[src/sv/ggapp_pkg.sv]
`default_nettype none

package ggapp_pkg;

   // Widths of the byte, the position counter and the accumulated fields.
   localparam int BYTE_W    = 8;
   localparam int POS_W     = 7;
   localparam int DIGIT_W   = 4;
   localparam int LAT_DEG_W = 7;
   localparam int LON_DEG_W = 10;
   localparam int MIN_W     = 20;
   localparam int LAT_W     = 27;
   localparam int LON_W     = 31;

   // Ten-thousandths of a minute in one degree.
   localparam int MIN_PER_DEG = 600000;

   localparam logic [BYTE_W-1:0] CHAR_G     = 8'h47;
   localparam logic [BYTE_W-1:0] CHAR_A     = 8'h41;
   localparam logic [BYTE_W-1:0] CHAR_STAR  = 8'h2A;
   localparam logic [BYTE_W-1:0] CHAR_N     = 8'h4E;
   localparam logic [BYTE_W-1:0] CHAR_E     = 8'h45;
   localparam logic [BYTE_W-1:0] CHAR_ZERO  = 8'h30;
   localparam logic [BYTE_W-1:0] CHAR_NINE  = 8'h39;

   // Character positions within the sentence, counted after the dropped byte.
   localparam logic [POS_W-1:0] POS_LAT_DEG_0 = 7'd11;
   localparam logic [POS_W-1:0] POS_LAT_DEG_1 = 7'd12;
   localparam logic [POS_W-1:0] POS_LAT_MIN_0 = 7'd13;
   localparam logic [POS_W-1:0] POS_LAT_MIN_1 = 7'd14;
   localparam logic [POS_W-1:0] POS_LAT_MIN_2 = 7'd16;
   localparam logic [POS_W-1:0] POS_LAT_MIN_3 = 7'd17;
   localparam logic [POS_W-1:0] POS_LAT_MIN_4 = 7'd18;
   localparam logic [POS_W-1:0] POS_LAT_MIN_5 = 7'd19;
   localparam logic [POS_W-1:0] POS_LAT_HEMI  = 7'd21;
   localparam logic [POS_W-1:0] POS_LON_DEG_0 = 7'd23;
   localparam logic [POS_W-1:0] POS_LON_DEG_1 = 7'd24;
   localparam logic [POS_W-1:0] POS_LON_DEG_2 = 7'd25;
   localparam logic [POS_W-1:0] POS_LON_MIN_0 = 7'd26;
   localparam logic [POS_W-1:0] POS_LON_MIN_1 = 7'd27;
   localparam logic [POS_W-1:0] POS_LON_MIN_2 = 7'd29;
   localparam logic [POS_W-1:0] POS_LON_MIN_3 = 7'd30;
   localparam logic [POS_W-1:0] POS_LON_MIN_4 = 7'd31;
   localparam logic [POS_W-1:0] POS_LON_MIN_5 = 7'd32;
   localparam logic [POS_W-1:0] POS_LON_HEMI  = 7'd34;

   typedef enum logic [2:0] {
      ST_HUNT,
      ST_SEEN_G,
      ST_SEEN_GG,
      ST_SKIP,
      ST_COLLECT
   } parse_state_type;

   // Fields of one finished sentence, handed from the parser to the result stage.
   typedef struct packed {
      logic [LAT_DEG_W-1:0] lat_deg;
      logic [MIN_W-1:0]     lat_min;
      logic                 lat_north;
      logic [LON_DEG_W-1:0] lon_deg;
      logic [MIN_W-1:0]     lon_min;
      logic                 lon_east;
      logic                 bad_digit;
   } fix_type;

endpackage

`default_nettype wire

[src/sv/ggapp_parser.sv]
`default_nettype none

module ggapp_parser import ggapp_pkg::*; #(
   parameter int MAX_POSITION = 100
) (
   input  wire logic              clock,
   input  wire logic              reset,
   input  wire logic              req_valid,
   output logic                   req_stall,
   input  wire logic [BYTE_W-1:0] req_in_byte,
   output logic                   fix_valid,
   input  wire logic              fix_ready,
   output fix_type                fix
);

   logic                  in_valid_ff, in_valid_in;
   logic [BYTE_W-1:0]     in_byte_ff;
   parse_state_type       state_ff, state_in;
   logic [POS_W-1:0]      pos_ff, pos_in;
   logic [LAT_DEG_W-1:0]  lat_deg_ff, lat_deg_in;
   logic [MIN_W-1:0]      lat_min_ff, lat_min_in;
   logic                  lat_north_ff, lat_north_in;
   logic [LON_DEG_W-1:0]  lon_deg_ff, lon_deg_in;
   logic [MIN_W-1:0]      lon_min_ff, lon_min_in;
   logic                  lon_east_ff, lon_east_in;
   logic                  bad_ff, bad_in;

   logic                  accept;
   logic                  fire;
   logic                  is_star;
   logic                  is_g;
   logic                  is_digit;
   logic [DIGIT_W-1:0]    digit;

   assign is_star  = (in_byte_ff == CHAR_STAR);
   assign is_g     = (in_byte_ff == CHAR_G);
   assign is_digit = (in_byte_ff >= CHAR_ZERO) && (in_byte_ff <= CHAR_NINE);
   assign digit    = is_digit ? DIGIT_W'(in_byte_ff - CHAR_ZERO) : '0;

   // A star inside a sentence closes it and needs room in the result stage.
   assign fix_valid = in_valid_ff && is_star
                      && ((state_ff == ST_SKIP) || (state_ff == ST_COLLECT));
   assign fire      = in_valid_ff && (!fix_valid || fix_ready);
   assign req_stall = in_valid_ff && !fire;
   assign accept    = req_valid && !req_stall;

   assign in_valid_in = accept ? 1'b1 : (fire ? 1'b0 : in_valid_ff);

   assign fix.lat_deg   = lat_deg_ff;
   assign fix.lat_min   = lat_min_ff;
   assign fix.lat_north = lat_north_ff;
   assign fix.lon_deg   = lon_deg_ff;
   assign fix.lon_min   = lon_min_ff;
   assign fix.lon_east  = lon_east_ff;
   assign fix.bad_digit = bad_ff;

   always_comb begin
      state_in     = state_ff;
      pos_in       = pos_ff;
      lat_deg_in   = lat_deg_ff;
      lat_min_in   = lat_min_ff;
      lat_north_in = lat_north_ff;
      lon_deg_in   = lon_deg_ff;
      lon_min_in   = lon_min_ff;
      lon_east_in  = lon_east_ff;
      bad_in       = bad_ff;
      if (fire) begin
         unique case (state_ff)
            ST_HUNT: begin
               state_in = is_g ? ST_SEEN_G : ST_HUNT;
            end
            ST_SEEN_G: begin
               state_in = is_g ? ST_SEEN_GG : ST_HUNT;
            end
            ST_SEEN_GG: begin
               if (in_byte_ff == CHAR_A) begin
                  state_in     = ST_SKIP;
                  pos_in       = '0;
                  lat_deg_in   = '0;
                  lat_min_in   = '0;
                  lat_north_in = 1'b0;
                  lon_deg_in   = '0;
                  lon_min_in   = '0;
                  lon_east_in  = 1'b0;
                  bad_in       = 1'b0;
               end else begin
                  // A further G keeps the last two as a possible start.
                  state_in = is_g ? ST_SEEN_GG : ST_HUNT;
               end
            end
            ST_SKIP: begin
               state_in = is_star ? ST_HUNT : ST_COLLECT;
            end
            ST_COLLECT: begin
               if (is_star) begin
                  state_in = ST_HUNT;
               end else begin
                  unique case (pos_ff)
                     POS_LAT_DEG_0, POS_LAT_DEG_1: begin
                        lat_deg_in = (lat_deg_ff << 3) + (lat_deg_ff << 1)
                                     + LAT_DEG_W'(digit);
                        bad_in     = bad_ff || !is_digit;
                     end
                     POS_LAT_MIN_0, POS_LAT_MIN_1, POS_LAT_MIN_2,
                     POS_LAT_MIN_3, POS_LAT_MIN_4, POS_LAT_MIN_5: begin
                        lat_min_in = (lat_min_ff << 3) + (lat_min_ff << 1)
                                     + MIN_W'(digit);
                        bad_in     = bad_ff || !is_digit;
                     end
                     POS_LAT_HEMI: begin
                        lat_north_in = (in_byte_ff == CHAR_N);
                     end
                     POS_LON_DEG_0, POS_LON_DEG_1, POS_LON_DEG_2: begin
                        lon_deg_in = (lon_deg_ff << 3) + (lon_deg_ff << 1)
                                     + LON_DEG_W'(digit);
                        bad_in     = bad_ff || !is_digit;
                     end
                     POS_LON_MIN_0, POS_LON_MIN_1, POS_LON_MIN_2,
                     POS_LON_MIN_3, POS_LON_MIN_4, POS_LON_MIN_5: begin
                        lon_min_in = (lon_min_ff << 3) + (lon_min_ff << 1)
                                     + MIN_W'(digit);
                        bad_in     = bad_ff || !is_digit;
                     end
                     POS_LON_HEMI: begin
                        lon_east_in = (in_byte_ff == CHAR_E);
                     end
                     default: begin
                     end
                  endcase
                  pos_in = (pos_ff < POS_W'(MAX_POSITION)) ? pos_ff + 1'b1
                                                           : POS_W'(MAX_POSITION);
               end
            end
            default: begin
               state_in = is_g ? ST_SEEN_G : ST_HUNT;
            end
         endcase
      end
   end

   always_ff @(posedge clock) begin
      if (reset) begin
         in_valid_ff <= 1'b0;
         state_ff    <= ST_HUNT;
      end else begin
         in_valid_ff <= in_valid_in;
         state_ff    <= state_in;
      end
   end

   // The sentence fields are cleared when a sentence starts, so they need no reset.
   always_ff @(posedge clock) begin
      if (accept) begin
         in_byte_ff <= req_in_byte;
      end
      pos_ff       <= pos_in;
      lat_deg_ff   <= lat_deg_in;
      lat_min_ff   <= lat_min_in;
      lat_north_ff <= lat_north_in;
      lon_deg_ff   <= lon_deg_in;
      lon_min_ff   <= lon_min_in;
      lon_east_ff  <= lon_east_in;
      bad_ff       <= bad_in;
   end

endmodule

`default_nettype wire

[src/sv/ggapp_result.sv]
`default_nettype none

module ggapp_result import ggapp_pkg::*; (
   input  wire logic                    clock,
   input  wire logic                    reset,
   input  wire logic                    fix_valid,
   output logic                         fix_ready,
   input  wire fix_type                 fix,
   output logic                         rsp_valid,
   input  wire logic                    rsp_stall,
   output logic signed [LAT_W-1:0]      rsp_latitude,
   output logic signed [LON_W-1:0]      rsp_longitude,
   output logic                         rsp_format_error
);

   logic              mag_valid_ff, mag_valid_in;
   logic [LAT_W-1:0]  mag_lat_ff, mag_lat_in;
   logic [LON_W-1:0]  mag_lon_ff, mag_lon_in;
   logic              mag_north_ff;
   logic              mag_east_ff;
   logic              mag_err_ff;

   logic              out_valid_ff, out_valid_in;
   logic [LAT_W-1:0]  out_lat_ff, out_lat_in;
   logic [LON_W-1:0]  out_lon_ff, out_lon_in;
   logic              out_err_ff;

   logic              out_free;
   logic              move;
   logic              take;

   assign out_free  = !out_valid_ff || !rsp_stall;
   assign move      = mag_valid_ff && out_free;
   assign fix_ready = !mag_valid_ff || move;
   assign take      = fix_valid && fix_ready;

   // First stage: magnitude in ten-thousandths of a minute.
   assign mag_lat_in = LAT_W'(fix.lat_deg) * LAT_W'(MIN_PER_DEG) + LAT_W'(fix.lat_min);
   assign mag_lon_in = LON_W'(fix.lon_deg) * LON_W'(MIN_PER_DEG) + LON_W'(fix.lon_min);

   // Second stage: apply the hemisphere. A zero magnitude stays zero.
   assign out_lat_in = mag_north_ff ? mag_lat_ff : LAT_W'(0) - mag_lat_ff;
   assign out_lon_in = mag_east_ff ? mag_lon_ff : LON_W'(0) - mag_lon_ff;

   assign mag_valid_in = take ? 1'b1 : (move ? 1'b0 : mag_valid_ff);
   assign out_valid_in = move ? 1'b1 : (out_free ? 1'b0 : out_valid_ff);

   always_ff @(posedge clock) begin
      if (reset) begin
         mag_valid_ff <= 1'b0;
         out_valid_ff <= 1'b0;
      end else begin
         mag_valid_ff <= mag_valid_in;
         out_valid_ff <= out_valid_in;
      end
   end

   always_ff @(posedge clock) begin
      if (take) begin
         mag_lat_ff   <= mag_lat_in;
         mag_lon_ff   <= mag_lon_in;
         mag_north_ff <= fix.lat_north;
         mag_east_ff  <= fix.lon_east;
         mag_err_ff   <= fix.bad_digit;
      end
      if (move) begin
         out_lat_ff <= out_lat_in;
         out_lon_ff <= out_lon_in;
         out_err_ff <= mag_err_ff;
      end
   end

   assign rsp_valid        = out_valid_ff;
   assign rsp_latitude     = $signed(out_lat_ff);
   assign rsp_longitude    = $signed(out_lon_ff);
   assign rsp_format_error = out_err_ff;

endmodule

`default_nettype wire

[src/sv/gga_position_parser_core.sv]
`default_nettype none

// GGA position parser. One received byte is taken per beat and the stream is
// searched for the sentence tag GGA. The byte after the tag is dropped, the
// latitude, longitude and hemisphere fields are collected from their fixed
// character positions, and the star that ends the sentence produces one result
// beat: signed latitude and longitude in ten-thousandths of a minute (negative
// for south and west) plus a flag that is set when a digit position held
// something other than a digit. The block takes a byte in every cycle unless
// the input stalls; a result passes from the input register through a two-stage
// result path (scaling, then sign) that can hold two finished results. The input
// stalls only when both of those stages are full and the output is stalled.
module gga_position_parser_core import ggapp_pkg::*; #(
   parameter int MAX_POSITION = 100
) (
   input  wire logic                 clock,
   input  wire logic                 reset,
   input  wire logic                 req_valid,
   output logic                      req_stall,
   input  wire logic [BYTE_W-1:0]    req_in_byte,
   output logic                      rsp_valid,
   input  wire logic                 rsp_stall,
   output logic signed [LAT_W-1:0]   rsp_latitude,
   output logic signed [LON_W-1:0]   rsp_longitude,
   output logic                      rsp_format_error
);

   logic    fix_valid;
   logic    fix_ready;
   fix_type fix;

   ggapp_parser #(
      .MAX_POSITION (MAX_POSITION)
   ) u_parser (
      .clock       (clock),
      .reset       (reset),
      .req_valid   (req_valid),
      .req_stall   (req_stall),
      .req_in_byte (req_in_byte),
      .fix_valid   (fix_valid),
      .fix_ready   (fix_ready),
      .fix         (fix)
   );

   ggapp_result u_result (
      .clock            (clock),
      .reset            (reset),
      .fix_valid        (fix_valid),
      .fix_ready        (fix_ready),
      .fix              (fix),
      .rsp_valid        (rsp_valid),
      .rsp_stall        (rsp_stall),
      .rsp_latitude     (rsp_latitude),
      .rsp_longitude    (rsp_longitude),
      .rsp_format_error (rsp_format_error)
   );

endmodule

`default_nettype wire

[config.mk]
export PLATFORM = sky130hd
export DESIGN_NAME = gga_position_parser_core
export DESIGN_NICKNAME = d
export VERILOG_FILES = /design/src/sv/ggapp_pkg.sv /design/src/sv/ggapp_parser.sv /design/src/sv/ggapp_result.sv /design/src/sv/gga_position_parser_core.sv
export SDC_FILE = /design/constraint.sdc
export NUM_CORES = 1
export LEC_CHECK = 0
export ABC_AREA = 1
export ABC_CLOCK_PERIOD_IN_PS = 7800
export BUFFER_PORTS_ARGS = -buffer_cell sky130_fd_sc_hd__buf_2
export CAP_MARGIN = 20
export CORE_AREA = 2 2 265 267
export DETAILED_ROUTE_END_ITERATION = 10
export DIE_AREA = 0 0 267 269
export GPL_TIMING_DRIVEN = 0
export SYNTH_ARGS = -nofsm -noshare
export SYNTH_HDL_FRONTEND = slang
export SYNTH_SLANG_ARGS = --single-unit
[constraint.sdc]
create_clock -name clock -period 7.8 [get_ports clock]
set_input_delay 0.78 -clock clock [delete_from_list [all_inputs] [get_ports clock]]
set_output_delay 0.78 -clock clock [all_outputs]
set_load 0.01 [all_outputs]
==> results.py <==
metrics = {
    "final_layout": {
        "syn_to_final_growth_pct": 14.26,
        "finalNetCount": 2351,
        "fillers": 7365,
        "stdcell_count": 2988,
        "drive_gt1_frac": 0.07764,
        "diodes": 0,
        "design_area_sq_um": 19540,
    },
    "detailed_routing": {
        "firstDrtPassIters": 6,
        "wl_um": 37520,
        "vias": 12868,
        "via_per_inst": 4.307,
        "drc": 0,
        "drtIter0Drc": 620,
        "ant_nets": 0,
        "wire_per_inst_um": 12.56,
    },
    "clock_tree": {
        "path_clk_slew_ns": 0.06,
        "cts_hold_buf": 0,
        "htreeDepth": 1,
        "cts_tree": "built",
        "post_cts_resized": 0,
        "cts-root-buf": "clkbuf_16",
        "worstSkewPairLatency_ns": 0.54,
        "cts_setup_buffers": 0,
        "cts_buffers": 26,
        "cts_buffer_depth": 3,
        "cts.sinks": 201,
    },
    "synthesis": {
        "synth_compound_area_frac": 0.1058,
        "synth_cell_types": 54,
        "ys.flop_type": "edfxtp_1",
        "synth-edff-count": 195,
        "yosysTopAreaCell": "edfxtp_1",
        "syn_area_per_cell_sq_um": 8.886,
        "synth_top_area_share": 0.3423,
        "syn_area_sq_um": 17110,
        "synth_seq_area_share": 0.3494,
        "synthMuxAreaShare": 0,
        "synth_adder_area_share": 0.2477,
        "synth_cells": 1925,
        "synth_common_cells": "nand2_1 (338), inv_1 (288), ha_1 (257), edfxtp_1 (195), a21oi_1 (173)",
        "async_flop_share": 0,
        "synth_xor_area_frac": 0.06232,
        "synth_top_family_by_area": "adder cells",
        "synth_most_common_cell": "nand2_1",
        "synth-seq-cells": 201,
        "yosysWarningCount": 0,
        "synthTopCellsByArea": "edfxtp_1 (34%), ha_1 (19%), nand2_1 (7.4%)",
        "syn_nets": 2245,
        "synth-simple-area-share": 0.1688,
    },
    "sta": {
        "hold_viol": 0,
        "rsz0062_at_grt": "no",
        "finalCritPeriodShare": 0.7667,
        "final_max_slew_viol_count": 0,
        "setup_viol": 0,
        "maxSlewHeadroom": 0.4415,
        "fmax_mhz": 167.2,
        "period_minus_slack_ns": 5.980,
        "finalSetupTns_ns": 0,
        "worst_pin_slew_ns": 0.8347,
        "final.setup_skew_ns": 0.009723,
    },
    "grt": {
        "globalRouteOverflowTotal": 0,
        "grt_pass1_wl_um": 62450,
        "antenna_found_initial": 0,
        "grt_use_total": 0.1052,
        "grt_max_degree": 32,
        "grt_pass1_vias": 12622,
    },
    "floorplan": {
        "initial_utilization": 0.2468,
        "dieHeight_um": 269,
        "row_count": 97,
        "ios": 73,
        "die_w_um": 267,
        "core_region_area_sq_um": 69300,
        "die_area_sq_um": 71820,
    },
    "outcome": {
        "status": "finished clean",
    },
    "critical_path": {
        "ff2ff_path_depth": 23,
        "cpPeakStageDelay_ns": 0.64,
        "worstPathMaxFanout": 8,
        "path_class": "reg -> reg",
        "critPathLaunchType": "register",
        "path_delay_family": "adder cells",
        "cp.required_ns": 8.09,
        "critPathCaptureType": "register",
        "crit_top_cell": "nand2_1",
        "crit_cells": 23,
        "critical_path.cell_chain": "fa_1 -> inv_1 -> fa_1 -> fa_1 -> inv_1 -> fa_1 -> fa_1 -> ha_1 -> nand2_1 -> inv_1 -> nand2_1 -> nand2_1 -> a21oi_1 -> xnor2_1 -> ha_1 -> nand2_1 -> nor4_1 -> nand2_1 -> nand2_1 -> nand3_1 -> nand2_2 -> nand2_1 -> xor2_1",
        "worstPathArrival_ns": 6.27,
        "cp_slowest_cell": "fa_1",
        "crit_buf_inv": 3,
    },
    "place": {
        "place_area_sq_um": 18770,
        "place_inst": 2943,
        "finalWeightedCongestion": 0.8670,
        "dp_hpwl_um": 30590,
        "io_buffers": 72,
    },
    "power_and_ir_drop": {
        "max-vdd-ir-drop_uv": 132.6,
        "power_density_nw_per_um2": 156.5,
        "p_leak_uw": 0.008825,
    },
    "worst_hold_path": {
        "hold_depth": 1,
        "hp-class": "in -> reg",
    },
    "run": {
        "cap_violations": 0,
    },
}
[registers in the layout, summed over array words and instances (netlist names), 3 cells and up]
| register | cells |
|---|---|
| u_parser.lat_deg_ff | 7 |
| u_parser.lon_min_ff | 20 |
| u_result.rsp_longitude | 31 |
| u_result.mag_lat_ff | 27 |
| u_parser.pos_ff | 7 |
| u_result.mag_lon_ff | 31 |
| u_parser.in_byte_ff | 8 |
| u_result.rsp_latitude | 27 |
| u_parser.lon_deg_ff | 10 |
| u_parser.state_ff | 3 |
| u_parser.lat_min_ff | 20 |
[placed cells by master (no fill, tap or decap), types with 4 or more instances in the layout]
cell type	n
nand2_2	11
buf_2	72
nor2_1	152
fa_1	51
edfxtp_1	195
nand2_1	338
clkbuf_16	27
o21a_1	6
a21oi_2	4
dfxtp_1	6
nor2_2	9
nand4_1	22
clkbuf_1	15
a21boi_0	5
o21ai_0	95
xnor2_1	42
nand3_1	70
a21oi_1	171
o211ai_1	4
xor2_1	76
nand3b_1	6
nor4_1	7
a31oi_1	9
buf_12	4
or2_2	4
o31ai_1	12
clkinv_1	4
nor3_1	25
inv_1	288
ha_1	257
o21bai_1	4
[kinds of logic (layout without fill, tap and decap cells)]
family	after synthesis	count (layout)
simple gates	666	666
fa+ha+maj	308	308
buf+inv	301	424
flops	201	201
xor+xnor	120	120
compound gates	329	329
[per-layer routing]
layer	vias to the layer above	track usage	part of all wire
li1	6756	-	-
met1	5905	0.1434	0.48
met2	179	0.1763	0.46
met3	28	0.01543	0.045
met4	0	0.02293	0.014
met5	-	0	0
[final cells by class]
| cell class | count | area (sq um) | area share |
|---|---|---|---|
| Multi-Input combinational cell | 1423 | 10020 | 0.5129 |
| Clock buffer | 33 | 698.2 | 0.03572 |
| Tap cell | 940 | 1176 | 0.06018 |
| Buffer | 12 | 45.04 | 0.002305 |
| Sequential cell | 201 | 5976 | 0.3058 |
| Clock inverter | 12 | 72.57 | 0.003713 |
| Inverter | 289 | 1085 | 0.05551 |
| Timing Repair Buffer | 78 | 466.7 | 0.02388 |
[power by group]
| group | total [uW] | leakage [uW] | internal (uW) | switching [uW] |
|---|---|---|---|---|
| Combinational | 736 | 0.00663 | 273 | 464 |
| Clock | 1100 | 0.000368 | 630 | 466 |
| Sequential | 1230 | 0.00183 | 1220 | 10.4 |
[metrics by stage]
stage	hold slack, ns	total power, uW	utilization	setup slack (ns)
final	0.4159	3058	0.2820	1.820
after global routing	0.3960	3242	0.2820	1.432
after CTS	0.3803	3101	0.2820	1.786
after detailed placement	0.4359	1982	0.2709	1.823
after global placement	0.4369	1978	0.2690	1.619
after floorplan	0.4003	1826	-	2.298
[worst paths after layout]
kind,end,slack (ns),start
worst min-delay path,u_parser.in_byte_ff[5]$_DFFE_PP_,0.42,req_in_byte[5]
worst max-delay path,u_result.mag_lon_ff[27]$_DFFE_PP_,1.82,u_parser.lon_deg_ff[8]$_SDFFCE_PN0P_
worst max register to register,u_result.mag_lon_ff[27]$_DFFE_PP_,1.82,u_parser.lon_deg_ff[8]$_SDFFCE_PN0P_
worst min register to register,u_result.rsp_latitude[0]$_DFFE_PP_,0.45,u_result.mag_lat_ff[0]$_DFFE_PP_
(Power assumes the default switching activity.)
